--- config.mk ---
export PLATFORM = sky130hd
export DESIGN_NAME = epsm_count
export DESIGN_NICKNAME = d
export VERILOG_FILES = /design/src/rtl/epsm_pkg.sv /design/src/rtl/epsm_count.sv
export SDC_FILE = /design/constraint.sdc
export NUM_CORES = 1
export LEC_CHECK = 0
export BUFFER_PORTS_ARGS = -buffer_cell sky130_fd_sc_hd__buf_2
export CORE_AREA = 2 2 127 129
export DETAILED_ROUTE_END_ITERATION = 8
export DIE_AREA = 0 0 129 131
export GPL_TIMING_DRIVEN = 0
export MAX_ROUTING_LAYER = met4
export PLACE_DENSITY = 0.73
export RECOVER_POWER = 25
export SLEW_MARGIN = 15
export SYNTH_ARGS = -nofsm -noshare
export SYNTH_HDL_FRONTEND = slang
export SYNTH_SLANG_ARGS = --single-unit
--- constraint.sdc ---
create_clock -name clk -period 3.1 [get_ports clk]
set_clock_uncertainty 0.15 [all_clocks]
set_input_delay 0.62 -clock clk [delete_from_list [all_inputs] [get_ports clk]]
set_output_delay 0.62 -clock clk [all_outputs]
set_load 0.01 [all_outputs]
--- src/rtl/epsm_pkg.sv ---
package epsm_pkg;

	localparam int unsigned PADDR_W = 3;

	localparam logic REG_RPM_GAIN   = 1'b0;
	localparam logic REG_ANGLE_GAIN = 1'b1;

	localparam logic [23:0] RPM_GAIN_RST   = 24'd65536;
	localparam logic [31:0] ANGLE_GAIN_RST = 32'd2304000;

	localparam logic FUNC_EDGE = 1'b0;
	localparam logic FUNC_TICK = 1'b1;

	typedef struct packed {
		logic [23:0] rpm_gain;
		logic [31:0] angle_gain;
	} gain_t;

	typedef struct packed {
		logic        tick;
		logic [31:0] pos;
		logic [31:0] delta;
	} cnt_beat_t;

	typedef struct packed {
		logic        tick;
		logic [31:0] pos;
		logic        spd_neg;
		logic [47:0] spd_mag;
		logic        ang_neg;
		logic [47:0] ang_mag;
	} rnd_beat_t;

endpackage

--- src/rtl/epsm_count.sv ---
module epsm_count (
	input  logic                  clk,
	input  logic                  arst_n,
	input  logic                  in_valid,
	input  logic                  func,
	input  logic                  b_level,
	output logic                  in_ready,
	output logic                  v_s1,
	output epsm_pkg::cnt_beat_t   beat_s1,
	input  logic                  dn_ready
);
	import epsm_pkg::*;

	logic [31:0] pos_q;
	logic [31:0] last_q;
	logic [31:0] pos_nxt;
	logic        en;
	logic        acc;

	assign en = !v_s1 || dn_ready;
	assign acc = in_valid && en;
	assign in_ready = en;

	always_comb begin
		if (func == FUNC_TICK) begin
			pos_nxt = pos_q;
		end else if (b_level) begin
			pos_nxt = pos_q - 32'd1;
		end else begin
			pos_nxt = pos_q + 32'd1;
		end
	end

	always_ff @(posedge clk or negedge arst_n) begin
		if (!arst_n) begin
			pos_q  <= 32'd0;
			last_q <= 32'd0;
			v_s1   <= 1'b0;
		end else begin
			if (en) begin
				v_s1 <= in_valid;
			end
			if (acc) begin
				pos_q <= pos_nxt;
				if (func == FUNC_TICK) begin
					last_q <= pos_q;
				end
			end
		end
	end

	always_ff @(posedge clk) begin
		if (acc) begin
			beat_s1.tick  <= func;
			beat_s1.pos   <= pos_nxt;
			beat_s1.delta <= pos_q - last_q;
		end
	end
endmodule

==> metrics.cfg <==
[final_layout]
stdcell_area_sq_um = 9690
layout.cells.non_filler = 1165
final_layout_size_suffix_gt1_frac = 0.185
antenna_cells = 0
fin_nets = 1005
syn2layout_area_growth_pct = 16.4
utilization = 0.621

[power_and_ir_drop]
p_comb_frac = 0.570
power.share.clock = 0.156
leakage_nw = 4.22
p_per_area_nw_per_um2 = 1300
p_int_mw = 7.13
pwr-share-seq = 0.275
p_switching_mw = 5.49
switching_share = 0.435
peakVddDrop_uv = 530

[timing]
finalSetupViolCount = 0
rsz0062_at_grt = yes
period_share = 0.973
setup_slack_ns = 0.0836
period_needed_ns = 3.02
worst_slew_margin_rel = 0.276
fin_hold_ws_ns = 0.223
slew_viol_final = 0
worst_pin_slew_ns = 1.09
fmax_mhz = 332
hold_violations = 0

[critical_path]
r2r_setup_slack_ns = 0.08
path_class = flop to flop
ff2ff_path_depth = 9
crit_required_ns = 3.10
path_cells = ha_1, a21oi_2, o211ai_1, a31oi_1, o211ai_1, a21o_1, a211o_1, a211oi_2, o31ai_1
reg2reg_from = pos_q[4]
cpPeakStageDelay_ns = 0.46
critPathMaxFanout = 5
worstReg2RegEnd = beat_s1[56]
cp_common_cell = o211ai_1
crit_arrival_ns = 3.02
endpoint_kind = flop
cp_slowest_cell = dfrtp_1
start_kind = flop

[synthesis]
yosys_register_bits = 130
syn_nets = 909
synth_edf_count = 65
yosys.area.top_type_share = 0.234
ys_types = 68
synth_top_cell_by_area = edfxtp_1
ys.warnings.count = 0
async_flop_share = 0.500
synthTopCellsByCount = nand2_1, dfrtp_1, edfxtp_1, ha_1, a21oi_1
synth_ff_type = edfxtp_1
syn_avg_cell_area_sq_um = 9.91
synth_area_sq_um = 8330
synth_area_leaders = edfxtp_1, dfrtp_1, ha_1
netlist_instances = 840
yosysMostFrequentCell = nand2_1
seq_area_frac_synth = 0.430

[placement]
gp_congestion = 0.905
placed_area_sq_um = 9010
dp_hpwl_um = 14100
dp_cells = 1130
dp_slack_ns = -0.800
numPortBuffers = 72

[clock_tree]
clkLatencyLatePin_ns = 0.44
clk_path_buf_depth = 2
cts_root_buffer = clkbuf_16
cts.clk_slew.worst_paths_ns = 0.06
cts_tree = done
cts_buffers = 17
htree_num_levels = 4
clkSinkCount = 130

[global_routing]
grt-ovfl-total = 0
grt_pass1_vias = 6160
antenna_found_initial = 0
grt.total_usage = 0.244
grt_pass1_wl_um = 30900
grt_max_degree = 52

[status]
status = finished clean

[floorplanning]
rows = 46
pin_count = 73
core_sq_um = 15600
die_y_um = 131
chipWidth_um = 129
start_util = 0.534
dieArea_sq_um = 16900

[route]
drt_wl_total_um = 19400
first_iter_violations = 527
vias = 6669
wl_per_cell_um = 16.7
drt-vias-per-instance = 5.72
drc_errors = 0
detail-route-antenna-nets = 0
drtPass1Iterations = 5

[min_path]
hp-start = func
hold_depth = 1
min_to = beat_s1[64]
hold_path_class = input pin to flop

[flow_run]
max-cap-violations = 0

-- metal layers --
layer / global-route usage / vias to the layer above / share of wire
li1: - / 3293 / -
met1: 0.326 / 3129 / 0.48
met2: 0.369 / 206 / 0.45
met3: 0.0505 / 41 / 0.048
met4: 0.0940 / 0 / 0.029
met5: - / - / 0
-- stage by stage --
stage               setup TNS (ns)  total power [mW]
floorplan                        0              8.73
global placement            -17.54              10.2
detailed placement          -18.92              10.4
CTS                              0              12.4
global route                -0.134              13.6
finish                           0              12.6
-- cells in the final DEF, fill, tap and decap left out, drive strengths merged, types with 4 or more instances in the layout --
master	count
o21ai	72
nand4	11
a211oi	9
dfrtp	65
nand2b	10
clkbuf	51
xor2	17
buf	71
o211ai	10
edfxtp	65
xnor2	35
a21o	31
nand2	93
nor3	14
nand3	20
a2111oi	5
o21bai	6
o21a	13
ha	61
a21oi	62
or2	4
clkinv	7
and3	8
or3	5
nor2	39
inv	59
a31oi	5
o31ai	9
mux2	38
nor3b	5
-- final cells by class --
cell class / instances / area [sq um]
fill: 1281 / 5910
multi-input combinational: 628 / 4510
sequential: 130 / 3580
clock buffer: 18 / 450
timing repair buffer: 78 / 438
tap: 216 / 270
inverter: 54 / 203
clock inverter: 14 / 125
buffer: 27 / 115
-- kinds of logic (layout without fill, tap and decap cells) --
logic type,Yosys count,count (layout),share of synthesized area
multiplexers,40,40,0.0538
AND/OR/NAND/NOR,219,219,0.121
buffers and inverters,82,191,0.0382
AO/OA/AOI/OAI,254,254,0.206
flip-flops,130,130,0.430
XOR/XNOR,52,52,0.0547
adder cells (fa/ha/maj),63,63,0.0965
-- flip-flops by register name, indices dropped and copies added (netlist names) --
register	flops
beat_s1	65
last_q	32
pos_q	32
v_s1	1
-- worst max-delay path: cells and delay by family (launching register included) --
kind | cells | cell delay, ns
AO/OA/AOI/OAI | 8 | 1.75
flip-flops | 1 | 0.46
adder cells (fa/ha/maj) | 1 | 0.38
-- how the worst max path moves through the flow --
| stage | startpoint | end | slack, ns | cells past startpoint |
|---|---|---|---|---|
| after floorplan | b_level | beat_s1[56] | 0.14 | 9 |
| after global placement | b_level | beat_s1[63] | -0.79 | 10 |
| after detailed placement | b_level | beat_s1[63] | -0.80 | 10 |
| after CTS | pos_q[1] | beat_s1[63] | 0.002 | 9 |
| after global routing | pos_q[4] | beat_s1[56] | -0.09 | 9 |
| final | pos_q[4] | beat_s1[56] | 0.08 | 9 |
-- what timing repair did --
action                                  CTS  global route
endpoints found under the setup margin   26            19
hold buffers                              1             0
buffers inserted                          0             3
endpoints found under the hold margin    14             0
resized for setup                         6            17
pin swaps                                 0             7
-- power by group through the flow --
stage          logic, mW  clock network [mW]  registers, mW
2_1_floorplan       5.23                   0           3.50
3_3_place_gp        6.81                   0           3.43
3_5_place_dp        6.91                   0           3.47
4_1_cts             7.01                1.99           3.45
5_1_grt             8.00                2.06           3.57
6_report            7.19                1.97           3.47
(Power assumes the default switching activity.)
