==> config.mk <==
export PLATFORM = sky130hd
export DESIGN_NAME = epsm_mul
export DESIGN_NICKNAME = d
export VERILOG_FILES = /design/src/rtl/epsm_pkg.sv /design/src/rtl/epsm_mul.sv
export SDC_FILE = /design/constraint.sdc
export NUM_CORES = 2
export LEC_CHECK = 0
export BUFFER_PORTS_ARGS = -buffer_cell sky130_fd_sc_hd__buf_2
export CAP_MARGIN = 20
export CORE_MARGIN = 5
export CORE_UTILIZATION = 40
export DETAILED_ROUTE_END_ITERATION = 10
export MAX_ROUTING_LAYER = met4
export PLACE_DENSITY_LB_ADDON = 0.25
export REMOVE_ABC_BUFFERS = 1
export SYNTH_ARGS = -nofsm -noshare
export SYNTH_HDL_FRONTEND = slang
export SYNTH_SLANG_ARGS = --single-unit
==> constraint.sdc <==
create_clock -name clk -period 11.8 [get_ports clk]
set_input_delay 0.59 -clock clk [delete_from_list [all_inputs] [get_ports clk]]
set_output_delay 0.59 -clock clk [all_outputs]
set_load 0.05 [all_outputs]
==> src/rtl/epsm_pkg.sv <==
package epsm_pkg;

	localparam int unsigned PADDR_W = 3;

	localparam logic REG_RPM_GAIN   = 1'b0;
	localparam logic REG_ANGLE_GAIN = 1'b1;

	localparam logic [23:0] RPM_GAIN_RST   = 24'd65536;
	localparam logic [31:0] ANGLE_GAIN_RST = 32'd2304000;

	localparam logic FUNC_EDGE = 1'b0;
	localparam logic FUNC_TICK = 1'b1;

	typedef struct packed {
		logic [23:0] rpm_gain;
		logic [31:0] angle_gain;
	} gain_t;

	typedef struct packed {
		logic        tick;
		logic [31:0] pos;
		logic [31:0] delta;
	} cnt_beat_t;

	typedef struct packed {
		logic        tick;
		logic [31:0] pos;
		logic        spd_neg;
		logic [47:0] spd_mag;
		logic        ang_neg;
		logic [47:0] ang_mag;
	} rnd_beat_t;

endpackage

==> src/rtl/epsm_mul.sv <==
module epsm_mul (
	input  logic                  clk,
	input  logic                  arst_n,
	input  epsm_pkg::gain_t       gains,
	input  logic                  v_s1,
	input  epsm_pkg::cnt_beat_t   beat_s1,
	output logic                  up_ready,
	output logic                  v_s4,
	output epsm_pkg::rnd_beat_t   beat_s4,
	input  logic                  dn_ready
);
	import epsm_pkg::*;

	typedef struct packed {
		logic        tick;
		logic [31:0] pos;
		logic        pos_neg;
		logic [31:0] pos_mag;
		logic        dlt_neg;
		logic [31:0] dlt_mag;
	} mag_beat_t;

	typedef struct packed {
		logic        tick;
		logic [31:0] pos;
		logic        pos_neg;
		logic [63:0] ang_prod;
		logic        dlt_neg;
		logic [55:0] spd_prod;
	} prod_beat_t;

	mag_beat_t  beat_s2;
	prod_beat_t beat_s3;
	logic       v_s2;
	logic       v_s3;
	logic       en2;
	logic       en3;
	logic       en4;
	logic [55:0] spd_rnd;
	logic [63:0] ang_rnd;

	assign en4 = !v_s4 || dn_ready;
	assign en3 = !v_s3 || en4;
	assign en2 = !v_s2 || en3;
	assign up_ready = en2;

	always_ff @(posedge clk or negedge arst_n) begin
		if (!arst_n) begin
			v_s2 <= 1'b0;
			v_s3 <= 1'b0;
			v_s4 <= 1'b0;
		end else begin
			if (en2) v_s2 <= v_s1;
			if (en3) v_s3 <= v_s2;
			if (en4) v_s4 <= v_s3;
		end
	end

	// magnitudes
	always_ff @(posedge clk) begin
		if (en2 && v_s1) begin
			beat_s2.tick    <= beat_s1.tick;
			beat_s2.pos     <= beat_s1.pos;
			beat_s2.pos_neg <= beat_s1.pos[31];
			beat_s2.pos_mag <= beat_s1.pos[31] ? (~beat_s1.pos + 32'd1) : beat_s1.pos;
			beat_s2.dlt_neg <= beat_s1.delta[31];
			beat_s2.dlt_mag <= beat_s1.delta[31] ? (~beat_s1.delta + 32'd1) : beat_s1.delta;
		end
	end

	// products
	always_ff @(posedge clk) begin
		if (en3 && v_s2) begin
			beat_s3.tick     <= beat_s2.tick;
			beat_s3.pos      <= beat_s2.pos;
			beat_s3.pos_neg  <= beat_s2.pos_neg;
			beat_s3.ang_prod <= 64'(beat_s2.pos_mag) * 64'(gains.angle_gain);
			beat_s3.dlt_neg  <= beat_s2.dlt_neg;
			beat_s3.spd_prod <= 56'(beat_s2.dlt_mag) * 56'(gains.rpm_gain);
		end
	end

	// round half away from zero on the magnitudes
	assign spd_rnd = beat_s3.spd_prod + 56'd128;
	assign ang_rnd = beat_s3.ang_prod + 64'd32768;

	always_ff @(posedge clk) begin
		if (en4 && v_s3) begin
			beat_s4.tick    <= beat_s3.tick;
			beat_s4.pos     <= beat_s3.pos;
			beat_s4.spd_neg <= beat_s3.dlt_neg;
			beat_s4.spd_mag <= spd_rnd[55:8];
			beat_s4.ang_neg <= beat_s3.pos_neg;
			beat_s4.ang_mag <= ang_rnd[63:16];
		end
	end
endmodule

==> impl_metrics.xml <==
<?xml version="1.0" encoding="UTF-8"?>
<metrics>
  <group name="run_status">
    <metric name="run_status" unit="">finished, final reports clean</metric>
  </group>
  <group name="clocking">
    <metric name="cts.sink_count" unit="">362</metric>
    <metric name="clockBufferDepth" unit="">3</metric>
    <metric name="cts_buffers" unit="">42</metric>
    <metric name="worst_setup_hold_path_clk_slew" unit="ns">0.06</metric>
    <metric name="insertion_delay" unit="ns">0.63</metric>
    <metric name="cts_root_buffer" unit="">clkbuf_16</metric>
    <metric name="htreeDepth" unit="">2</metric>
    <metric name="cts_resized" unit="">0</metric>
    <metric name="ctsHoldBuffers" unit="">1</metric>
    <metric name="cts_setup_buffers" unit="">0</metric>
    <metric name="cts_tree" unit="">yes</metric>
  </group>
  <group name="synthesis">
    <metric name="synth_seq_cells" unit="">362</metric>
    <metric name="ys_async_sr_fraction" unit="%">0.829</metric>
    <metric name="synth_area" unit="um^2">70300</metric>
    <metric name="yosysUniqueCellTypes" unit="">64</metric>
    <metric name="synthesized_instance_count" unit="">7098</metric>
    <metric name="synth_area_per_cell" unit="um^2">9.91</metric>
    <metric name="number_of_enable_type_register_cells_in_the_synthesized_netlist" unit="">359</metric>
    <metric name="ys_seq_area_share" unit="%">15.4</metric>
    <metric name="ys_warn_count" unit="">0</metric>
    <metric name="yosys_most_used_dff" unit="">edfxtp_1</metric>
  </group>
  <group name="sta">
    <metric name="min_period_over_period" unit="%">74.0</metric>
    <metric name="f_max" unit="GHz">0.115</metric>
    <metric name="timing_hold_violations_final" unit="">0</metric>
    <metric name="final.setup.tns" unit="ns">0</metric>
    <metric name="post-route-min-period" unit="ns">8.73</metric>
    <metric name="relSlewSlack" unit="%">22.1</metric>
    <metric name="maxSlewViolCount" unit="">0</metric>
    <metric name="hold_slack" unit="ns">0.140</metric>
    <metric name="clock_skew" unit="ns">0.0175</metric>
    <metric name="max_slew.worst_pin.slew" unit="ns">1.17</metric>
    <metric name="setup_repair_after_global_routing_missed_its_margin" unit="">false</metric>
    <metric name="number_of_setup_violations_in_the_final_report" unit="">0</metric>
  </group>
  <group name="worst_setup_path">
    <metric name="worstPathArrival" unit="ns">9.10</metric>
    <metric name="r2r_start" unit="">beat_s2[63]</metric>
    <metric name="critPathMaxFanout" unit="">20</metric>
    <metric name="timing.setup.critical_path_class" unit="">reg -&gt; reg</metric>
    <metric name="worst-r2r-setup-slack" unit="ns">3.07</metric>
    <metric name="timing.critical_path.required" unit="ns">12.17</metric>
    <metric name="cp-start-kind" unit="">flip-flop</metric>
    <metric name="setup.worst_path.start" unit="">beat_s2[63]</metric>
    <metric name="endpoint_kind" unit="">flip-flop</metric>
  </group>
  <group name="route">
    <metric name="detail_route.wl_per_cell" unit="um">20.1</metric>
    <metric name="first_pass_iters" unit="">6</metric>
    <metric name="via_count" unit="">48100</metric>
    <metric name="vias_per_cell" unit="">5.07</metric>
    <metric name="post_detailed_routing_wire_length" unit="um">191000</metric>
    <metric name="drt.antenna.violating_nets" unit="">0</metric>
    <metric name="remaining_drc_errors" unit="">0</metric>
    <metric name="initialDrtViolationCount" unit="">2711</metric>
  </group>
  <group name="run">
    <metric name="drv_cap" unit="">0</metric>
  </group>
  <group name="hold_path">
    <metric name="worstHoldPathType" unit="">in -&gt; reg</metric>
    <metric name="hp-start" unit="">beat_s1[64]</metric>
  </group>
  <group name="global_routing">
    <metric name="grt_max_degree" unit="">63</metric>
    <metric name="gr-usage-all-layers" unit="%">21.9</metric>
    <metric name="antenna_found_initial" unit="">14</metric>
    <metric name="grt_first_pass_wirelength" unit="um">308000</metric>
    <metric name="grt_remaining_overflow" unit="">0</metric>
    <metric name="grt_pass1_vias" unit="">53900</metric>
  </group>
  <group name="final_layout">
    <metric name="num-nets-final" unit="">9254</metric>
    <metric name="final_layout_size_suffix_gt1_share" unit="%">5.82</metric>
    <metric name="filler_cell_count" unit="">16900</metric>
    <metric name="synth_to_layout_area_growth" unit="%">6.94</metric>
  </group>
  <group name="floorplan">
    <metric name="initial_core_util" unit="%">40.3</metric>
    <metric name="core_area" unit="um^2">174000</metric>
    <metric name="dieWidth" unit="um">429</metric>
    <metric name="fp.dieArea" unit="um^2">184000</metric>
    <metric name="die_height" unit="um">429</metric>
    <metric name="placementRows" unit="">153</metric>
    <metric name="io-pin-count" unit="">258</metric>
  </group>
  <group name="placement">
    <metric name="dp.final_hpwl" unit="um">146000</metric>
    <metric name="gpl.final_weighted_congestion" unit="">0.888</metric>
    <metric name="place.port_buffers" unit="">257</metric>
  </group>
</metrics>
worst paths after layout:
path,end,depth (start not counted)
max,beat_s3[120],25
min,beat_s2[98],1
max reg2reg,beat_s3[120],25
min reg2reg,beat_s4[99],0
max in group asynchronous,v_s2,2
min in group asynchronous,v_s3,2
logic make-up after synthesis:
logic type	Yosys count	synth area share [%]
buffers and inverters	1926	10.3
adder cells (fa/ha/maj)	1994	52.1
AND/OR/NAND/NOR	2237	16.0
XOR/XNOR	251	3.13
AO/OA/AOI/OAI	328	3.04
flip-flops	362	15.4
metal layers:
metal / track usage (%) / wire length [um] / share of wire, % / vias to the layer above
li1: - / - / - / 21100
met1: 28.4 / 80100 / 42 / 25400
met2: 36.4 / 93600 / 49 / 1356
met3: 2.50 / 10600 / 5.6 / 297
met4: 6.58 / 6760 / 3.5 / 0
met5: - / 0 / 0 / -
cells in the mapped netlist (3+ instances only):
cell / count / share of area (%)
inv_1: 1582 / 8.4
fa_1: 1552 / 44
nand2_1: 992 / 5.3
and2_1: 922 / 8.2
ha_1: 442 / 7.9
edfxtp_1: 359 / 15
clkbuf_1: 342 / 1.8
xnor2_1: 183 / 2.3
a21oi_1: 88 / 0.63
nor2_1: 84 / 0.45
xor2_1: 68 / 0.85
o21ai_0: 67 / 0.48
nand3_1: 61 / 0.43
a21o_1: 55 / 0.59
nand4_1: 41 / 0.36
and3_1: 30 / 0.27
nor3_1: 24 / 0.17
nor2b_1: 18 / 0.16
nand2b_1: 17 / 0.15
o31ai_1: 17 / 0.18
o21bai_1: 14 / 0.15
o211ai_1: 12 / 0.13
o21a_1: 11 / 0.12
a211oi_1: 9 / 0.096
or3_1: 9 / 0.080
a31oi_1: 8 / 0.071
o41ai_1: 8 / 0.10
and4_1: 7 / 0.087
nor4_1: 6 / 0.053
a221oi_1: 4 / 0.050
a31o_2: 4 / 0.050
or4_1: 4 / 0.043
a211o_1: 3 / 0.037
a311o_1: 3 / 0.043
a311oi_1: 3 / 0.037
dfrtp_1: 3 / 0.11
o2111ai_1: 3 / 0.037
o221ai_1: 3 / 0.037
o31a_1: 3 / 0.037
or2_2: 3 / 0.027
or3_4: 3 / 0.048
worst max-delay path, cell delays in order (launching register included):
cell	delay, ns
edfxtp_1	1.12
nand2_1	0.20
fa_1	0.63
inv_1	0.08
fa_1	0.42
fa_1	0.54
inv_1	0.05
fa_1	0.47
inv_1	0.05
fa_1	0.50
fa_1	0.54
fa_1	0.52
inv_1	0.05
fa_1	0.48
inv_1	0.04
ha_1	0.36
a21oi_1	0.10
o21ai_0	0.22
nor2b_1	0.10
a32oi_1	0.59
o211ai_1	0.36
a311oi_1	0.51
o21ai_0	0.14
nand2b_1	0.14
a21oi_1	0.09
xnor2_1	0.12
cell type report:
type	count	area (um^2)	share of cell area (%)
multi-input combinational	4810	52200	69.5
timing repair buffer	337	1890	2.51
tap	2325	2910	3.87
sequential	362	10900	14.4
antenna	11	27.5	0.0366
clock buffer	49	1080	1.43
clock inverter	27	268	0.356
inverter	1582	5940	7.90
registers in the layout, indices dropped and copies added (netlist names):
name and flops:
beat_s3 132, beat_s4 130, beat_s2 97, v_s2 1, v_s3 1, v_s4 1
layout by cell type (no fill, tap or decap), drive strengths merged, types with 12 or more instances in the layout:
cell / netlist / layout
inv: 1582 / 1587
fa: 1552 / 1552
nand2: 993 / 993
and2: 923 / 923
ha: 442 / 442
edfxtp: 359 / 359
buf: 2 / 336
xnor2: 183 / 183
a21oi: 88 / 88
nor2: 86 / 86
xor2: 68 / 68
o21ai: 67 / 67
nand3: 62 / 62
a21o: 55 / 55
clkbuf: 342 / 49
nand4: 41 / 41
and3: 30 / 30
nor3: 25 / 25
nor2b: 18 / 18
o31ai: 18 / 18
nand2b: 17 / 17
clkinv: 0 / 16
o21bai: 14 / 14
o211ai: 12 / 12
or3: 12 / 12
metrics by stage:
stage               setup WS [ns]  area (um^2)  cells  util, %
floorplan                    4.49        69000   6754        -
global placement             2.96        73800   9414     42.3
detailed placement           2.91        73800   9415     42.3
CTS                          3.12        75200   9492     43.1
global route                 2.70        75200   9498     43.1
finish                       3.07        75200   9503     43.1
Power is not shown: default switching activity piles up to over one toggle a cycle in this logic, so the estimate is an artifact.
