## src/rtl/epsm_pkg.sv

```systemverilog
package epsm_pkg;

	localparam int unsigned PADDR_W = 3;

	localparam logic REG_RPM_GAIN   = 1'b0;
	localparam logic REG_ANGLE_GAIN = 1'b1;

	localparam logic [23:0] RPM_GAIN_RST   = 24'd65536;
	localparam logic [31:0] ANGLE_GAIN_RST = 32'd2304000;

	localparam logic FUNC_EDGE = 1'b0;
	localparam logic FUNC_TICK = 1'b1;

	typedef struct packed {
		logic [23:0] rpm_gain;
		logic [31:0] angle_gain;
	} gain_t;

	typedef struct packed {
		logic        tick;
		logic [31:0] pos;
		logic [31:0] delta;
	} cnt_beat_t;

	typedef struct packed {
		logic        tick;
		logic [31:0] pos;
		logic        spd_neg;
		logic [47:0] spd_mag;
		logic        ang_neg;
		logic [47:0] ang_mag;
	} rnd_beat_t;

endpackage

```

## src/rtl/epsm_out.sv

```systemverilog
module epsm_out (
	input  logic                  clk,
	input  logic                  arst_n,
	input  logic                  v_s4,
	input  epsm_pkg::rnd_beat_t   beat_s4,
	output logic                  up_ready,
	output logic                  v_s5,
	output logic [31:0]           pos_s5,
	output logic [31:0]           spd_s5,
	output logic [47:0]           ang_s5,
	input  logic                  dn_ready
);
	import epsm_pkg::*;

	logic [31:0] speed_q;
	logic [31:0] spd_sat;
	logic [31:0] spd_cur;
	logic [47:0] ang_val;
	logic        en5;
	logic        adv;

	assign en5 = !v_s5 || dn_ready;
	assign up_ready = en5;
	assign adv = en5 && v_s4;

	always_comb begin
		if (beat_s4.spd_neg) begin
			if (beat_s4.spd_mag > 48'h0000_8000_0000) begin
				spd_sat = 32'h8000_0000;
			end else begin
				spd_sat = ~beat_s4.spd_mag[31:0] + 32'd1;
			end
		end else if (beat_s4.spd_mag > 48'h0000_7FFF_FFFF) begin
			spd_sat = 32'h7FFF_FFFF;
		end else begin
			spd_sat = beat_s4.spd_mag[31:0];
		end
	end

	assign spd_cur = beat_s4.tick ? spd_sat : speed_q;
	assign ang_val = beat_s4.ang_neg ? (~beat_s4.ang_mag + 48'd1) : beat_s4.ang_mag;

	always_ff @(posedge clk or negedge arst_n) begin
		if (!arst_n) begin
			speed_q <= 32'd0;
			v_s5    <= 1'b0;
		end else begin
			if (en5) v_s5 <= v_s4;
			if (adv && beat_s4.tick) speed_q <= spd_sat;
		end
	end

	always_ff @(posedge clk) begin
		if (adv) begin
			pos_s5 <= beat_s4.pos;
			spd_s5 <= spd_cur;
			ang_s5 <= ang_val;
		end
	end
endmodule

```

## config.mk

```make
export PLATFORM = sky130hd
export DESIGN_NAME = epsm_out
export DESIGN_NICKNAME = d
export VERILOG_FILES = /design/src/rtl/epsm_pkg.sv /design/src/rtl/epsm_out.sv
export SDC_FILE = /design/constraint.sdc
export NUM_CORES = 1
export LEC_CHECK = 0
export ABC_AREA = 0
export BUFFER_PORTS_ARGS = -buffer_cell sky130_fd_sc_hd__buf_4
export CAP_MARGIN = 30
export CORE_ASPECT_RATIO = 0.9
export CORE_MARGIN = 2
export CORE_UTILIZATION = 41
export DETAILED_ROUTE_END_ITERATION = 12
export PLACE_DENSITY_LB_ADDON = 0.2
export SYNTH_ARGS = -nofsm -noshare
export SYNTH_HDL_FRONTEND = slang
export SYNTH_SLANG_ARGS = --single-unit
```

## constraint.sdc

```tcl
create_clock -name clk -period 4.6 [get_ports clk]
set_input_delay 0.46 -clock clk [delete_from_list [all_inputs] [get_ports clk]]
set_output_delay 0.46 -clock clk [all_outputs]
set_load 0.005 [all_outputs]
```

==> impl_metrics.toml, run 1 <==
[power_and_ir_drop]
pwr-share-clk = 0.384
seqPwrFrac = 0.474
swShare = 0.257
power.switching_mw = 0.870
p_leak_nw = 3.69
pwr-share-comb = 0.142
ir_drop_uv = 278
cellPowerDensity_mw_per_mm2 = 354
p_total_mw = 3.39
p_int_mw = 2.52

[placement]
hpwl_mm = 13.8
port_buffers = 248
place_congestion = 0.929

[global_route]
grtUsageTotal = 0.210
antenna_found_initial = 0
grt_max_degree = 61
grt_pass1_vias = 5587
grt_pass1_wl_mm = 29.3
grt.overflow.total = 0

[synthesis]
synth_cells = 577
yosys_warnings = 0
yosysUniqueCellTypes = 56
syn_nets = 714
synth_edf_count = 112
syn_area_mm2 = 0.00697
synth_seq_area_share = 0.601
syn_area_per_cell_um2 = 12.1
ys.flop_type = "edfxtp_1"
ys_ff_latch = 145
postSynth.asyncResetShare = 0.228

[sta]
drv_slew = 0
period_needed_ps = 2710
rsz0062_at_grt = "no"
fmax_mhz = 370
fin_crit_sh = 0.588
hold_viol = 0
tightest_slew_ps = 841
max_slew_margin = 0.439
holdWs_ps = 212
setup_viol = 0
final.setup.tns_ps = 0
fin_skew_ps = 11.2

[setup_path]
path_common_cell = "or4_1"
critPathMaxStageDelay_ps = 650
cp_max_fo = 4
worst_ep_required_time_ps = 4900
cp-start-kind = "primary input"
rrSetupSlack_ps = 2270
crit_arrival_ps = 3000
cp-end-kind = "flop"
path_cells = "buf_4, or4_1, or4_1, o41ai_1, nand4bb_1, a21oi_1, mux2_2"
path_delay_family = "simple AND/OR/NAND/NOR gates"
path_class = "in2reg"
crit_buf_inv = 1
reg2reg_to = "pos_s5[24]"
reg2reg_from = "v_s5"
cp_slowest_cell = "or4_1"
worstRegToRegCells = 3

[min_path]
hold_end = "pos_s5[7]"
hold_depth = 1
hp-start = "beat_s4[105]"
hold_class = "in2reg"

[cells_and_area]
layout.cells.most_common = "buf_4"
antennaDiodeCount = 0
area_growth_syn_to_layout_pct = 37.4
nets = 958
final_cell_mix = "buf_4, edfxtp_1, nand2_1"
drive_gt1_frac = 0.381

[detailed_routing]
dr.pass1.iters = 5
wire_per_inst_um = 18.3
wl_met1_mm = 7.84
wirelength_mm = 19.1
met2_wirelength_mm = 9.18
route.detailed.drc = 0
highest_layer = "met4"
drtIter0Drc = 431
antenna_left = 0
met3_wirelength_mm = 1.53
dr_total_vias = 5815
viasPerCell = 5.56

[floorplan]
fp.dieH_um = 128
die_area_mm2 = 0.0181
core-area_mm2 = 0.0168
row_count = 45
start_util = 0.415
dieWidth_um = 141
pin_count = 249

[clock_network]
cts_buffer_depth = 2
h-tree-depth = 4
cts.reportedPaths.clkPinSlew_ps = 70
worstSkewPairLatency_ps = 420
cts_tree = "built"
cts_setup_buffers = 0
cts_buffers = 17
post_cts_resized = 0
cts-root-buf = "clkbuf_16"
cts.sinks = 145

[run]
cap_viol_max_count = 0

[outcome]
status = "complete, no violations"
## worst max path at each step
stage	startpoint	end	slack, ps	depth (start not counted)
floorplan	dn_ready	speed_q[28]	1320	5
global placement	beat_s4[61]	spd_s5[28]	1600	7
detailed placement	beat_s4[61]	spd_s5[28]	1530	7
CTS	beat_s4[61]	spd_s5[28]	1960	7
global route	beat_s4[61]	spd_s5[28]	1860	7
finish	beat_s4[61]	spd_s5[25]	1890	7
## power by group through the flow
stage	logic [mW]	clock network, mW	registers, mW
after floorplan	0.193	0	1.63
after global placement	0.471	0	1.63
after detailed placement	0.483	0	1.63
after CTS	0.485	1.33	1.61
after global routing	0.528	1.38	1.62
final	0.482	1.30	1.61
## what timing repair did
action,4_1_cts,5_1_grt
endpoints found under the hold margin,20,0
endpoints found under the setup margin,0,0
hold buffers,1,0
## routing by layer
metal / vias up / GRT usage
li1: 2731 / -
met1: 2796 / 0.265
met2: 244 / 0.335
met3: 44 / 0.0665
met4: 0 / 0.0888
met5: - / 0
## kinds of logic after synthesis
family | Yosys count | synth area share
flops | 145 | 0.601
compound gates | 167 | 0.163
xor+xnor | 46 | 0.0578
mux | 14 | 0.0226
buf+inv | 35 | 0.0192
simple gates | 168 | 0.132
fa+ha+maj | 2 | 0.00359
## worst register-to-register path, delay by kind of cell, from the launching register on
kind / cells / cell delay (ps)
DFF: 1 / 390
buffers and inverters: 1 / 730
and+or+nand+nor: 2 / 760
## flip-flops by register name, indices dropped and copies added, names as in the netlist
signal	count
ang_s5	48
pos_s5	32
spd_s5	32
speed_q	32
v_s5	1
## per-stage QoR
stage	worst slack, ps	cells	utilization	cell area (µm²)
after floorplan	1320	577	-	6970
after global placement	1600	1012	0.537	9020
after detailed placement	1530	1012	0.537	9020
after CTS	1960	1045	0.571	9580
after global routing	1860	1045	0.571	9580
final	1890	1045	0.571	9580
## cell usage after synthesis (4+ instances only)
library cell | instances | area [µm²]
inv_1 | 8 | 30.0
xnor2_1 | 41 | 359
nand3_1 | 6 | 30.0
a31oi_1 | 9 | 56.3
o21ai_0 | 45 | 225
edfxtp_1 | 112 | 3360
o22ai_1 | 11 | 68.8
clkbuf_1 | 25 | 93.8
o31ai_1 | 10 | 75.1
nand4_1 | 4 | 25.0
a22o_1 | 9 | 78.8
nor3_1 | 11 | 55.1
mux2_2 | 14 | 158
o2bb2ai_1 | 18 | 158
dfrtp_1 | 33 | 826
o41ai_1 | 10 | 87.6
o211ai_1 | 5 | 37.5
nor4_1 | 16 | 100
nor2_1 | 20 | 75.1
or4_1 | 9 | 67.6
or3_1 | 11 | 68.8
xor2_1 | 5 | 43.8
or2_2 | 5 | 31.3
a21oi_1 | 25 | 125
nand2_1 | 57 | 214
nand2b_1 | 8 | 50.1
## area by class of cell
type                       count  area, µm²
timing repair buffer         252       1890
tap                          211        264
inverter                       8       30.0
clock inverter                14        121
multi-input combinational    397       2650
clock buffer                  18        429
fill                        1462       7200
sequential                   145       4190
Power figures use the tool's default switching activity.
==> run 2: changes to the inputs <==
==> constraint.sdc (replaced) <==
create_clock -name clk -period 2.8 [get_ports clk]
set_input_delay 0.28 -clock clk [delete_from_list [all_inputs] [get_ports clk]]
set_output_delay 0.28 -clock clk [all_outputs]
set_load 0.005 [all_outputs]
==> run 2 against run 1 <==
Critical path depth increased by 1. Combinational power increased by 67%. Via count decreased by 0.33%.
==> impl_metrics.toml, run 2 (synthesis gave the netlist of run 1 again) <==
[outcome]
status = "complete, no violations"

[clock_network]
h-tree-depth = 4
cts.sinks = 145
cts_tree = "built"
post_cts_resized = 0
cts_buffers = 17
worstSkewPairLatency_ps = 420
hold_buffers = 1
cts_buffer_depth = 2
cts-root-buf = "clkbuf_16"
cts_setup_buffers = 0
cts.reportedPaths.clkPinSlew_ps = 70

[cells_and_area]
largest_reg_flops = 48
layoutNonFillerInstCount = 1061
drive_gt1_frac = 0.394
antennaDiodeCount = 0
area_growth_syn_to_layout_pct = 39.4
nets = 974
top_register = "ang_s5"
layout.cells.most_common = "buf_4"
fill_cells = 1402
final_cell_mix = "buf_4, edfxtp_1, nand2_1"
final_util = 0.579

[placement]
placed_cells = 1028
hpwl_mm = 13.9
place_congestion = 0.896
port_buffers = 248

[floorplan]
core-area_mm2 = 0.0168
dieWidth_um = 141
row_count = 45
fp.dieH_um = 128
start_util = 0.415
pin_count = 249
die_area_mm2 = 0.0181

[setup_path]
cp_max_fo = 6
cp_slowest_cell = "or4_1"
path_class = "in2reg"
path_common_cell = "buf_4"
reg2reg_from = "v_s5"
path_delay_family = "simple AND/OR/NAND/NOR gates"
cp-end-kind = "flop"
rrSetupSlack_ps = 1030
cp-start-kind = "primary input"
crit_buf_inv = 2
worstRegToRegCells = 3
reg2reg_to = "spd_s5[14]"
crit_arrival_ps = 2600
worst_ep_required_time_ps = 2960
path_cells = "buf_4, or4_1, nor4_4, o2111ai_1, o21a_1, o41ai_1, buf_4, o21ai_0"
critPathMaxStageDelay_ps = 640

[detailed_routing]
antenna_left = 0
route.detailed.drc = 0
wirelength_mm = 18.9
wire_per_inst_um = 17.8
dr.pass1.iters = 5
viasPerCell = 5.46
dr_total_vias = 5796
drtIter0Drc = 389

[global_route]
grt.overflow.total = 0
grt_pass1_wl_mm = 29.4
grt_pass1_vias = 5706
grtUsageTotal = 0.210
grt_max_degree = 95
antenna_found_initial = 0

[min_path]
hp-start = "beat_s4[120]"
hold_end = "pos_s5[22]"
hold_depth = 1
hold_class = "in2reg"

[sta]
drv_slew = 0
setup_viol = 0
rsz0062_at_grt = "no"
tightest_slew_ps = 751
max_slew_margin = 0.492
period_needed_ps = 2440
fin_crit_sh = 0.873
fin_skew_ps = 5.88
hold_viol = 0
fmax_mhz = 409

[run]
cap_viol_max_count = 0

[power_and_ir_drop]
p_leak_nw = 3.80
cellPowerDensity_mw_per_mm2 = 576
ir_drop_uv = 421
-- run 2: worst max-delay path by stage --
stage | startpoint | endpoint | slack [ps] | depth (start not counted)
3_5_place_dp | beat_s4[61] | speed_q[9] | 20 | 7
2_1_floorplan | beat_s4[8] | ang_s5[33] | 270 | 6
4_1_cts | beat_s4[61] | speed_q[5] | 460 | 7
3_3_place_gp | beat_s4[61] | spd_s5[31] | -50 | 8
6_report | beat_s4[61] | spd_s5[31] | 360 | 8
5_1_grt | beat_s4[61] | speed_q[8] | 280 | 7
-- run 2: cell type report --
| cell class | instances | area, µm² | share of cell area |
|---|---|---|---|
| Tap cell | 211 | 264 | 0.0272 |
| Clock buffer | 17 | 425 | 0.0438 |
| Sequential cell | 145 | 4190 | 0.431 |
| Multi-Input combinational cell | 397 | 2650 | 0.273 |
| Clock inverter | 15 | 134 | 0.0138 |
| Inverter | 8 | 30.0 | 0.00309 |
| Timing Repair Buffer | 268 | 2030 | 0.209 |
-- run 2: per-stage QoR --
step	total power [mW]	area, µm²	setup TNS (ps)	hold WS, ps	worst slack, ps
after floorplan	3.00	6970	0	-15.6	266
after global placement	3.46	9150	-49.1	266	-49.1
after detailed placement	3.49	9150	0	276	15.6
after CTS	5.66	9720	0	12.7	457
after global routing	5.84	9720	0	6.90	275
final	5.59	9720	0	37.0	356
-- run 2: report_power, final --
group	leakage (nW)	switching, mW	internal (mW)
Combinational	2.04	0.381	0.424
Clock	0.276	0.980	1.17
Sequential	1.49	0.0738	2.56
-- run 2: worst reg2reg max path: cells and delay by family, from the launching register on --
family	cells	cell delay (ps)
buffers and inverters	1	440
DFF	1	390
and+or+nand+nor	2	490
-- run 2: layer usage --
metal,track usage,part of all wire,vias to the layer above
li1,-,-,2768
met1,0.265,0.40,2758
met2,0.335,0.48,236
met3,0.0721,0.084,34
met4,0.0853,0.029,0
met5,0,0,-
