File: src/rtl/epsm_pkg.sv
package epsm_pkg;

	localparam int unsigned PADDR_W = 3;

	localparam logic REG_RPM_GAIN   = 1'b0;
	localparam logic REG_ANGLE_GAIN = 1'b1;

	localparam logic [23:0] RPM_GAIN_RST   = 24'd65536;
	localparam logic [31:0] ANGLE_GAIN_RST = 32'd2304000;

	localparam logic FUNC_EDGE = 1'b0;
	localparam logic FUNC_TICK = 1'b1;

	typedef struct packed {
		logic [23:0] rpm_gain;
		logic [31:0] angle_gain;
	} gain_t;

	typedef struct packed {
		logic        tick;
		logic [31:0] pos;
		logic [31:0] delta;
	} cnt_beat_t;

	typedef struct packed {
		logic        tick;
		logic [31:0] pos;
		logic        spd_neg;
		logic [47:0] spd_mag;
		logic        ang_neg;
		logic [47:0] ang_mag;
	} rnd_beat_t;

endpackage

File: src/rtl/epsm_cfg.sv
module epsm_cfg (
	input  logic                          clk,
	input  logic                          arst_n,
	input  logic                          psel,
	input  logic                          penable,
	input  logic                          pwrite,
	input  logic [epsm_pkg::PADDR_W-1:0]  paddr,
	input  logic [31:0]                   pwdata,
	output logic [31:0]                   prdata,
	output logic                          pready,
	output epsm_pkg::gain_t               gains
);
	import epsm_pkg::*;

	logic [23:0] rpm_gain_q;
	logic [31:0] angle_gain_q;
	logic        wr;

	assign pready = 1'b1;
	assign wr = psel && penable && pwrite;

	always_ff @(posedge clk or negedge arst_n) begin
		if (!arst_n) begin
			rpm_gain_q   <= RPM_GAIN_RST;
			angle_gain_q <= ANGLE_GAIN_RST;
		end else if (wr) begin
			unique case (paddr[2])
				REG_RPM_GAIN:   rpm_gain_q   <= pwdata[23:0];
				REG_ANGLE_GAIN: angle_gain_q <= pwdata;
				default:        ;
			endcase
		end
	end

	always_comb begin
		unique case (paddr[2])
			REG_RPM_GAIN:   prdata = {8'd0, rpm_gain_q};
			REG_ANGLE_GAIN: prdata = angle_gain_q;
			default:        prdata = 32'd0;
		endcase
	end

	assign gains.rpm_gain   = rpm_gain_q;
	assign gains.angle_gain = angle_gain_q;
endmodule

File: config.mk
export PLATFORM = sky130hd
export DESIGN_NAME = epsm_cfg
export DESIGN_NICKNAME = d
export VERILOG_FILES = /design/src/rtl/epsm_pkg.sv /design/src/rtl/epsm_cfg.sv
export SDC_FILE = /design/constraint.sdc
export NUM_CORES = 1
export LEC_CHECK = 0
export ABC_CLOCK_PERIOD_IN_PS = 800
export BUFFER_PORTS_ARGS = -buffer_cell sky130_fd_sc_hd__buf_2
export CAP_MARGIN = 20
export CORE_MARGIN = 2
export CORE_UTILIZATION = 41
export CTS_BUF_LIST = sky130_fd_sc_hd__clkbuf_8 sky130_fd_sc_hd__clkbuf_16
export DETAILED_ROUTE_END_ITERATION = 8
export PLACE_DENSITY_LB_ADDON = 0.05
export RECOVER_POWER = 25
export SETUP_SLACK_MARGIN = 0.1
export SLEW_MARGIN = 20
export SYNTH_ARGS = -nofsm -noshare
export SYNTH_HDL_FRONTEND = slang
export SYNTH_SLANG_ARGS = --single-unit
File: constraint.sdc
create_clock -name clk -period 0.8 [get_ports clk]
set_clock_uncertainty 0.1 [all_clocks]
set_input_delay 0 -clock clk [delete_from_list [all_inputs] [get_ports clk]]
set_output_delay 0 -clock clk [all_outputs]
set_load 0.03 [all_outputs]
==> results.cfg, run 1 <==
[route]
via_per_inst = 4.863
wire_per_inst_um = 17.79
route.vias.total = 2062
drt_iter0_markers = 48
drtAntennaViolNets = 0
route.detailed.drc = 0
dr.pass1.iters = 4
finalWirelength_um = 7542

[final_layout]
nets = 388
final_layout_size_suffix_gt1_share_pct = 93.98
final_core_utilization_pct = 82.04
antenna_cells = 0
syn_to_final_growth_pct = 91.05

[yosys]
netlist_area_sq_um = 2572
synth_top_family_by_area = multiplexers
netlist.area_leader.share_pct = 48.64
synth_top_area_cell = dfrtp_1
yosysSeqAreaShare_pct = 54.77
ys.flop_type = dfrtp_1
syn_inst = 157
synth-simple-area-share_pct = 3.696
yosys-mux-area-fraction_pct = 37.94
ys_types = 13
synth_compound_area_share_pct = 0
postSynthAreaPerCell_sq_um = 16.39
yosysMostFrequentCell = mux2_2
yosys_register_bits = 56
synth_area_leaders = dfrtp_1 (49%), mux2_2 (25%), mux2_4 (12%)
synthXorXnorAreaFrac_pct = 0
yosysWarningCount = 0
synth_nets = 197
synthArstFlopShare_pct = 100.0
synthTopCellsByCount = mux2_2 (58), dfrtp_1 (50), mux2_4 (20), and2_1 (8)
synth_fa_ha_area_share_pct = 0
synth_edf_count = 0

[pwr]
power.total_mw = 13.57
swShare_pct = 36.97
p_int_mw = 8.551
power_density_nw_per_um2 = 2760
vdd_drop_max_v = 0.001701
p_leak_nw = 2.566
switching_power_mw = 5.016
p_clk_share_pct = 12.1
power_frac_seq_pct = 30.5
combPwrFrac_pct = 57.4

[sta]
setup_viol = 144
tns_ns = -39.20
fmax_mhz = 786.3
finalCriticalPeriod_ns = 1.272
rsz0062_at_grt = true
timing.final.crit_share_pct = 159.0
holdWs_ns = -0.1856
maxSlewViolCount = 0
worst_slack_ns = -0.4718
hold_viol = 56
timing.slew.headroom_pct = 65.98
worst_pin_slew_ns = 0.5104

[floorplanning]
die_x_um = 83.21
fp.dieH_um = 83.21
rows = 28
io-pin-count = 129
die-area_sq_um = 6924
core-area_sq_um = 5991
initial_core_util_pct = 42.94

[cts]
cts-root-buf = clkbuf_8
clock-sinks = 56
cts_tree = done
worstSkewPairLatency_ns = 0.31
cts_made_buffers = 5
clock_path_buffers = 2
h-tree-depth = 2
path_clk_slew_ns = 0.11
hold_buffers = 1

[grt]
grt_pass1_wl_um = 11640
gr-total-overflow = 0
antenna_found_initial = 0
grt_max_degree = 57
groute.usage.overall_pct = 20.82
grt_pass1_vias = 2239

[worst_setup_path]
path_buf_inv = 1
path_class = reg -> out
max_stage_delay_ns = 0.44
startpoint_type = flip-flop
cp_max_fo = 2
crit_arrival_ns = 1.17
r2r_cells = 3
cp_slowest_cell = dfrtp_2
cp.required_ns = 0.70
cp-end-kind = output pin
path_delay_family = flip-flops
worst-path-stages = 2
cp_cell_sequence = mux2_4 -> buf_6

[placed_design]
io_buffers = 125
hpwl_um = 4238
place.gp.congestion = 0.7167

[outcome]
outcome = complete, but fails checks
violations = negative hold slack, negative setup slack

[min_path]
hold_path_class = in -> reg
min_path_cells = 2

[job]
cap_viol_max_count = 0
## power groups by stage
stage	registers (mW)	clock network [mW]	logic, mW
finish	4.14	1.64	7.79
global route	4.21	1.80	8.12
CTS	4.09	1.68	7.11
detailed placement	4.14	0	4.88
global placement	4.13	0	4.82
floorplan	5.34	0	2.30
## cells by family (layout without fill, tap and decap cells)
logic type,count (synthesis),after routing
DFF,56,56
muxes,80,80
other,1,1
and+or+nand+nor,10,10
buffers and inverters,10,202
## final timing paths
path / startpoint / end / slack (ns)
max: angle_gain_q[7]$_DFFE_PN0P_ / prdata[7] / -0.47
min: pwdata[28] / angle_gain_q[28]$_DFFE_PN0P_ / -0.19
max reg2reg: rpm_gain_q[2]$_DFFE_PN0P_ / rpm_gain_q[2]$_DFFE_PN0P_ / -0.32
min reg2reg: rpm_gain_q[20]$_DFFE_PN0P_ / rpm_gain_q[20]$_DFFE_PN0P_ / 0.46
max in group asynchronous: arst_n / rpm_gain_q[17]$_DFFE_PN0P_ / 0.04
min in group asynchronous: arst_n / rpm_gain_q[0]$_DFFE_PN0P_ / 0.16
## cell usage in the layout (no fill, tap or decap)
master         Yosys  final
dfstp_2            6      6
clkbuf_8           0      5
mux2_4            20     79
buf_12             0      6
nand4b_4           1      1
mux2_2            58      1
buf_6              6    139
nand4_4            1      1
buf_4              1     11
inv_6              0      2
and2_4             0      8
clkinvlp_4         0      1
buf_2              2     37
dfrtp_2            0     31
conb_1             1      1
dlygate4sd3_1      0      1
dfrtp_1           50     19
## cell type report
class / count / area (sq um)
clock buffer: 5 / 68.82
timing repair buffer: 194 / 1963
multi-input combinational: 91 / 1316
fill: 328 / 1076
clock inverter: 3 / 25.02
tap: 75 / 93.84
sequential: 56 / 1448
## per-layer routing
metal	up-vias	share of wire (%)	GRT usage [%]
li1	934	-	-
met1	1047	39	24.95
met2	74	55	38.49
met3	7	4.7	4.573
met4	0	0.93	3.726
met5	-	0	0
## state kept, by name, indices dropped and copies added, names as in the netlist
register	count
angle_gain_q	32
rpm_gain_q	24
## timing repair
action | in CTS | in global routing
hold endpoints to repair | 112 | 56
resized for setup | 198 | 49
endpoints found under the setup margin | 144 | 144
setup buffers | 37 | 34
## stage by stage
stage | instance area, sq um | std cells | setup WS [ns]
6_report | 4915 | 424 | -0.4718
5_1_grt | 4915 | 424 | -0.5126
4_1_cts | 4653 | 405 | -0.4612
3_5_place_dp | 3638 | 359 | -0.3191
3_3_place_gp | 3638 | 359 | -0.2908
2_1_floorplan | 2830 | 157 | -0.2160
Note: power is estimated with default switching activity, not from simulation.
==> inputs of run 2 (changes only) <==
==> constraint.sdc (replaced) <==
create_clock -name clk -period 0.8 [get_ports clk]
set_clock_uncertainty 0.1 [all_clocks]
set_input_delay 0 -clock clk [delete_from_list [all_inputs] [get_ports clk]]
set_output_delay 0 -clock clk [all_outputs]
set_load 0.1 [all_outputs]
==> run 2 against run 1 <==
Compared with the run above:
- the run now fails in 4_1_cts
- synthesized cell count unchanged
- area after synthesis unchanged
==> results.cfg, run 2 <==
[outcome]
outcome = did not finish
lastStage = 4_1_cts
firstError = [ERROR DPL-0038] Utilization greater than 100%, impossible to legalize

[yosys]
yosysMostFrequentCell = mux2_2
synth_top_area_cell = dfrtp_1
netlist.area_leader.share_pct = 48.64
postSynthAreaPerCell_sq_um = 16.39
yosys_register_bits = 56
synth_area_leaders = dfrtp_1 (49%), mux2_2 (25%), mux2_4 (12%)
netlist_area_sq_um = 2572
synth_nets = 197
yosysWarningCount = 0
ys.flop_type = dfrtp_1
syn_inst = 157
yosysSeqAreaShare_pct = 54.77
synthTopCellsByCount = mux2_2 (58), dfrtp_1 (50), mux2_4 (20), and2_1 (8)
ys_types = 13
synth_edf_count = 0
synthArstFlopShare_pct = 100.0

[cts]
h-tree-depth = 2
post_cts_buffers = 64
cts-root-buf = clkbuf_8
hold_buffers = 1
clock-sinks = 56
clock_path_buffers = 2
ctsResizeCount = 104
cts_made_buffers = 5

[floorplanning]
rows = 28
io-pin-count = 129
initial_core_util_pct = 42.94
fp.dieH_um = 83.21
die_x_um = 83.21

[placed_design]
hpwl_um = 7234
place_ws_ns = -0.3170
place.gp.congestion = 0.7257
io_buffers = 125
==> run 2: cell counts after synthesis <==
No cell type changed its count.
==> run 2: kinds of logic after synthesis <==
logic type | share of synthesized area [%]
flip-flops | 54.77
multiplexers | 37.94
other | 0.1458
AND/OR/NAND/NOR | 3.696
buffers and inverters | 3.453
==> run 2: through the flow <==
step / std cells / cell area (sq um) / TNS (ns) / util, %
floorplan: 157 / 3028 / -29.84 / -
global placement: 413 / 5550 / -24.65 / 92.65
detailed placement: 413 / 5550 / -27.48 / 92.65
==> inputs of run 3 (changes only) <==
==> config.mk (replaced) <==
export PLATFORM = sky130hd
export DESIGN_NAME = epsm_cfg
export DESIGN_NICKNAME = d
export VERILOG_FILES = /design/src/rtl/epsm_pkg.sv /design/src/rtl/epsm_cfg.sv
export SDC_FILE = /design/constraint.sdc
export NUM_CORES = 1
export LEC_CHECK = 0
export ABC_CLOCK_PERIOD_IN_PS = 1050
export BUFFER_PORTS_ARGS = -buffer_cell sky130_fd_sc_hd__buf_2
export CAP_MARGIN = 20
export CORE_MARGIN = 2
export CORE_UTILIZATION = 33
export DETAILED_ROUTE_END_ITERATION = 8
export PLACE_DENSITY_LB_ADDON = 0.15
export RECOVER_POWER = 25
export SLEW_MARGIN = 20
export SYNTH_ARGS = -nofsm -noshare
export SYNTH_HDL_FRONTEND = slang
export SYNTH_SLANG_ARGS = --single-unit
==> constraint.sdc (replaced) <==
create_clock -name clk -period 1.05 [get_ports clk]
set_clock_uncertainty 0.1 [all_clocks]
set_input_delay 0 -clock clk [delete_from_list [all_inputs] [get_ports clk]]
set_output_delay 0 -clock clk [all_outputs]
set_load 0.1 [all_outputs]
==> run 3 against run 2 <==
Compared with the run above:
- the flow now finishes, with violations (negative setup slack)
==> results.cfg, run 3 (synthesis results as in run 1) <==
[worst_setup_path]
r2r_cells = 3
rr_startpoint = rpm_gain_q[12]$_DFFE_PN0P_
crit_arrival_ns = 1.30
cp-end-kind = output pin
cp-endpoint = prdata[16]
worst-path-stages = 2
cp.required_ns = 0.95
cp_cell_sequence = mux2_4 -> buf_12
path_delay_family = flip-flops
startpoint_type = flip-flop
cp_max_fo = 3
r2r_slack_ns = -0.15
critPathLaunch = angle_gain_q[16]$_DFFE_PN1P_
path_class = reg -> out
max_stage_delay_ns = 0.64
rr_endpoint = rpm_gain_q[12]$_DFFE_PN0P_
cp_slowest_cell = dfstp_4
path_buf_inv = 1

[final_layout]
syn_to_final_growth_pct = 156.2
largest_reg_flops = 32
final_common_cell = buf_6
nets = 453
top_regs = angle_gain_q: 32 flops, rpm_gain_q: 24 flops
largest_register = angle_gain_q
multiInputGateArea_sq_um = 1320
antenna_cells = 0
final_layout_size_suffix_gt1_share_pct = 91.30
fill_cells = 346
final_cell_mix = buf_6 (94), buf_12 (92), mux2_4 (80)
seqCellArea_sq_um = 1619

[sta]
setup_viol = 121
holdWs_ns = 0.1455
hold_viol = 0
finalCriticalPeriod_ns = 1.401
fmax_mhz = 714.0
worst_slack_ns = -0.3505
timing.final.crit_share_pct = 133.4
timing.slew.headroom_pct = 66.02
maxSlewViolCount = 0
rsz0062_at_grt = true
tns_ns = -22.10
worst_pin_slew_ns = 0.5097

[outcome]
outcome = complete, but fails checks
violations = negative setup slack

[cts]
worstSkewPairLatency_ns = 0.31
clock_path_buffers = 2
cts-root-buf = clkbuf_8
cts_made_buffers = 5
path_clk_slew_ns = 0.11
cts_tree = done
clock-sinks = 56
h-tree-depth = 2

[pwr]
power_density_nw_per_um2 = 2634
p_leak_nw = 3.158
vdd_drop_max_v = 0.001652

[placed_design]
hpwl_um = 5417
place.gp.congestion = 0.7370
io_buffers = 125

[job]
cap_viol_max_count = 0

[min_path]
hold_path_class = in -> async

[route]
finalWirelength_um = 9311
drtAntennaViolNets = 0
wire_per_inst_um = 18.04
drt_iter0_markers = 30
route.detailed.drc = 0
dr.pass1.iters = 4
route.vias.total = 2313
via_per_inst = 4.483

[floorplanning]
rows = 32
die-area_sq_um = 8517
initial_core_util_pct = 33.64
die_x_um = 92.29
core-area_sq_um = 7647
fp.dieH_um = 92.29
io-pin-count = 129

[grt]
gr-total-overflow = 0
grt_pass1_wl_um = 14910
groute.usage.overall_pct = 22.75
antenna_found_initial = 0
grt_pass1_vias = 2668
grt_max_degree = 57
-- run 3: worst min path at each step --
stage,from,to,slack (ns),cells after the start
5_1_grt,arst_n,angle_gain_q[26]$_DFFE_PN0P_,0.21,3
3_3_place_gp,arst_n,angle_gain_q[26]$_DFFE_PN0P_,-0.08,2
4_1_cts,arst_n,angle_gain_q[27]$_DFFE_PN0P_,0.12,3
6_report,arst_n,angle_gain_q[26]$_DFFE_PN0P_,0.15,3
2_1_floorplan,arst_n,angle_gain_q[0]$_DFFE_PN0P_,-0.40,0
3_5_place_dp,arst_n,angle_gain_q[27]$_DFFE_PN0P_,-0.08,2
-- run 3: worst min-delay path, cell delays in order --
cell and delay (ns):
dlygate4sd3_1 0.52, buf_2 0.10, buf_6 0.40
-- run 3: routing by layer --
metal / track usage [%] / wire (um) / vias up
met5: 0 / 0 / -
met4: 4.726 / 51 / 0
met3: 5.126 / 469 / 7
met2: 42.83 / 5305 / 70
met1: 26.42 / 3485 / 1176
li1: - / - / 1060
-- run 3: area by class of cell --
class                      instances  area share [%]
tap                              102           1.937
clock inverter                     1          0.1329
multi-input combinational         91           20.03
timing repair buffer             259           52.17
clock buffer                       7           1.158
sequential                        56           24.57
-- run 3: where the power goes --
group	internal [mW]	switching (mW)
Clock	0.479	0.699
Sequential	2.98	0.480
Combinational	5.49	7.23
-- run 3: repair_timing --
item                                    in CTS  in global routing
hold buffers                                33                  0
endpoints found under the setup margin      88                119
setup buffers                               47                 16
endpoints found under the hold margin      112                  0
resized for setup                           82                 21
pin swaps                                    0                  0
-- run 3: metrics by stage --
step                      power, mW  utilization (%)  std cells  setup slack, ns  area [sq um]
after CTS                     17.14            85.16        510          -0.3311          6513
after detailed placement      14.76            71.29        424         -0.06210          5451
after global placement        14.63            71.29        424         -0.04552          5451
after floorplan               10.25                -        157          -0.2249          3028
final                         17.36            86.17        516          -0.3505          6590
after global routing          17.83            86.17        516          -0.3741          6590
==> inputs of run 4 (changes only) <==
--- a/config.mk
+++ b/config.mk
@@ -8,6 +8,7 @@
 export ABC_CLOCK_PERIOD_IN_PS = 1050
 export BUFFER_PORTS_ARGS = -buffer_cell sky130_fd_sc_hd__buf_2
 export CAP_MARGIN = 20
+export CORE_ASPECT_RATIO = 0.6
 export CORE_MARGIN = 2
 export CORE_UTILIZATION = 33
 export DETAILED_ROUTE_END_ITERATION = 8
==> constraint.sdc (replaced) <==
create_clock -name clk -period 1.05 [get_ports clk]
set_clock_uncertainty 0.1 [all_clocks]
set_input_delay 0 -clock clk [delete_from_list [all_inputs] [get_ports clk]]
set_output_delay 0 -clock clk [all_outputs]
set_load 0.02 [all_outputs]
==> run 4 against run 3 <==
Compared with the run above:
- the flow still finishes with violations (negative setup slack)
- worst setup slack improved by 0.18 ns
- non-clock buffer count decreased by 52
- sequential power decreased by 11%
- routed wire length fell by 19%
- die area is 0.28% higher
- clock-buffer cell count decreased by 1
- combinational power shrank 63%
- total power down 45%
- cell count down 9.7%
- critical path depth unchanged
- cell area down 27%
- register-to-register slack improved by 0.17 ns
==> results.cfg, run 4 (synthesis results as in run 1) <==
[sta]
fmax_mhz = 819.2
worst_pin_slew_ns = 0.5186
worst_slack_ns = -0.1707
holdWs_ns = 0.1704
maxSlewViolCount = 0
timing.final.crit_share_pct = 116.3
finalCriticalPeriod_ns = 1.221
rsz0062_at_grt = true
hold_viol = 0
timing.slew.headroom_pct = 65.43
tns_ns = -4.125
setup_viol = 40

[route]
drt_iter0_markers = 36
finalWirelength_um = 7584
route.vias.total = 2069
route.detailed.drc = 0
drtAntennaViolNets = 0
wire_per_inst_um = 16.27
dr.pass1.iters = 6
via_per_inst = 4.440

[min_path]
min_to = angle_gain_q[26]$_DFFE_PN0P_
hold_start = paddr[2]
hold_path_class = in -> reg
min_path_cells = 4

[cts]
worstSkewPairLatency_ns = 0.28
cts_tree = done
clock_path_buffers = 2
path_clk_slew_ns = 0.07
cts_made_buffers = 5
clock-sinks = 56
cts-root-buf = clkbuf_16
h-tree-depth = 2

[floorplanning]
rows = 24
core-area_sq_um = 7417
fp.dieH_um = 72.39
io-pin-count = 129
die_x_um = 118.0
initial_core_util_pct = 34.68
die-area_sq_um = 8541

[final_layout]
final_common_cell = buf_6
final_layout_size_suffix_gt1_share_pct = 75.69
finalInstanceArea_sq_um = 4842
final_cell_mix = buf_6 (108), buf_2 (51), dfrtp_1 (50)
top_regs = angle_gain_q: 32 flops, rpm_gain_q: 24 flops
fill_cells = 562
syn_to_final_growth_pct = 88.23
largest_register = angle_gain_q
largest_reg_flops = 32
nets = 401
antenna_cells = 0

[worst_setup_path]
rr_startpoint = angle_gain_q[5]$_DFFE_PN0P_
cp-end-kind = output pin
cp_cell_sequence = mux2_4 -> buf_6
r2r_cells = 2
cp_max_fo = 3
rr_endpoint = angle_gain_q[5]$_DFFE_PN0P_
path_class = reg -> out
crit_arrival_ns = 1.12
cp_slowest_cell = dfstp_2
max_stage_delay_ns = 0.57
startpoint_type = flip-flop
cp.required_ns = 0.95
r2r_slack_ns = 0.02

[placed_design]
place.gp.congestion = 0.7195
io_buffers = 125
postPlaceCellArea_sq_um = 3390
hpwl_um = 4372
place_ws_ns = -0.05086

[grt]
grt_pass1_wl_um = 11370
groute.usage.overall_pct = 16.99
antenna_found_initial = 0
grt_pass1_vias = 2159
grtUsageMet3_pct = 3.852
use_met1_pct = 22.38
grt.busiest_layer = met2
grt_max_degree = 57
grt_use_met2_pct = 29.13
gr-total-overflow = 0

[outcome]
violations = negative setup slack
outcome = complete, but fails checks

[job]
cap_viol_max_count = 0

[pwr]
p_leak_nw = 2.423
power_density_nw_per_um2 = 1988
vdd_drop_max_v = 0.0008692
-- run 4: routing by layer --
| layer | vias to the layer above | routed length [um] |
|---|---|---|
| met4 | 0 | 45 |
| met1 | 1034 | 3387 |
| met5 | - | 0 |
| met2 | 64 | 3838 |
| li1 | 967 | - |
| met3 | 4 | 313 |
-- run 4: worst max-delay path by stage --
stage	to	slack, ns	cells after the start	start
floorplan	rpm_gain_q[0]$_DFFE_PN0P_	0.03	4	paddr[2]
global placement	rpm_gain_q[7]$_DFFE_PN0P_	-0.02	4	paddr[2]
detailed placement	rpm_gain_q[22]$_DFFE_PN0P_	-0.05	4	paddr[2]
CTS	prdata[13]	-0.17	2	rpm_gain_q[13]$_DFFE_PN0P_
global route	prdata[13]	-0.22	2	rpm_gain_q[13]$_DFFE_PN0P_
finish	prdata[16]	-0.17	2	rpm_gain_q[16]$_DFFE_PN1P_
-- run 4: repair_timing --
action                                 CTS  global route
pin swaps                                0             0
resized for setup                      159            51
hold buffers                            33             0
setup endpoints to repair               38            71
endpoints found under the hold margin  112             0
setup buffers                           34             9
-- run 4: through the flow --
step	power, mW	util, %	std cells
after floorplan	4.817	-	157
after global placement	5.817	45.70	386
after detailed placement	5.852	45.70	386
after CTS	9.243	62.58	461
after global routing	10.04	65.28	466
final	9.626	65.28	466
-- run 4: where the power goes --
| group | internal [mW] | switching [mW] | total (mW) |
|---|---|---|---|
| combinational | 2.74 | 1.95 | 4.70 |
| clock | 1.12 | 0.736 | 1.86 |
| sequential | 2.68 | 0.395 | 3.07 |
-- run 4: worst max-delay path: cells and delay by family, from the launching register on --
kind | cells | cell delay, ns
buf+inv | 1 | 0.11
mux | 1 | 0.16
flops | 1 | 0.57
-- run 4: final cells by class --
cell class                      count  area, sq um  area share, %
Timing Repair Buffer              207         1973          40.75
Sequential cell                    56         1409          29.10
Multi-Input combinational cell     91         1166          24.08
Tap cell                          104        130.1          2.687
Clock buffer                        6        128.9          2.662
Clock inverter                      2        35.03         0.7235
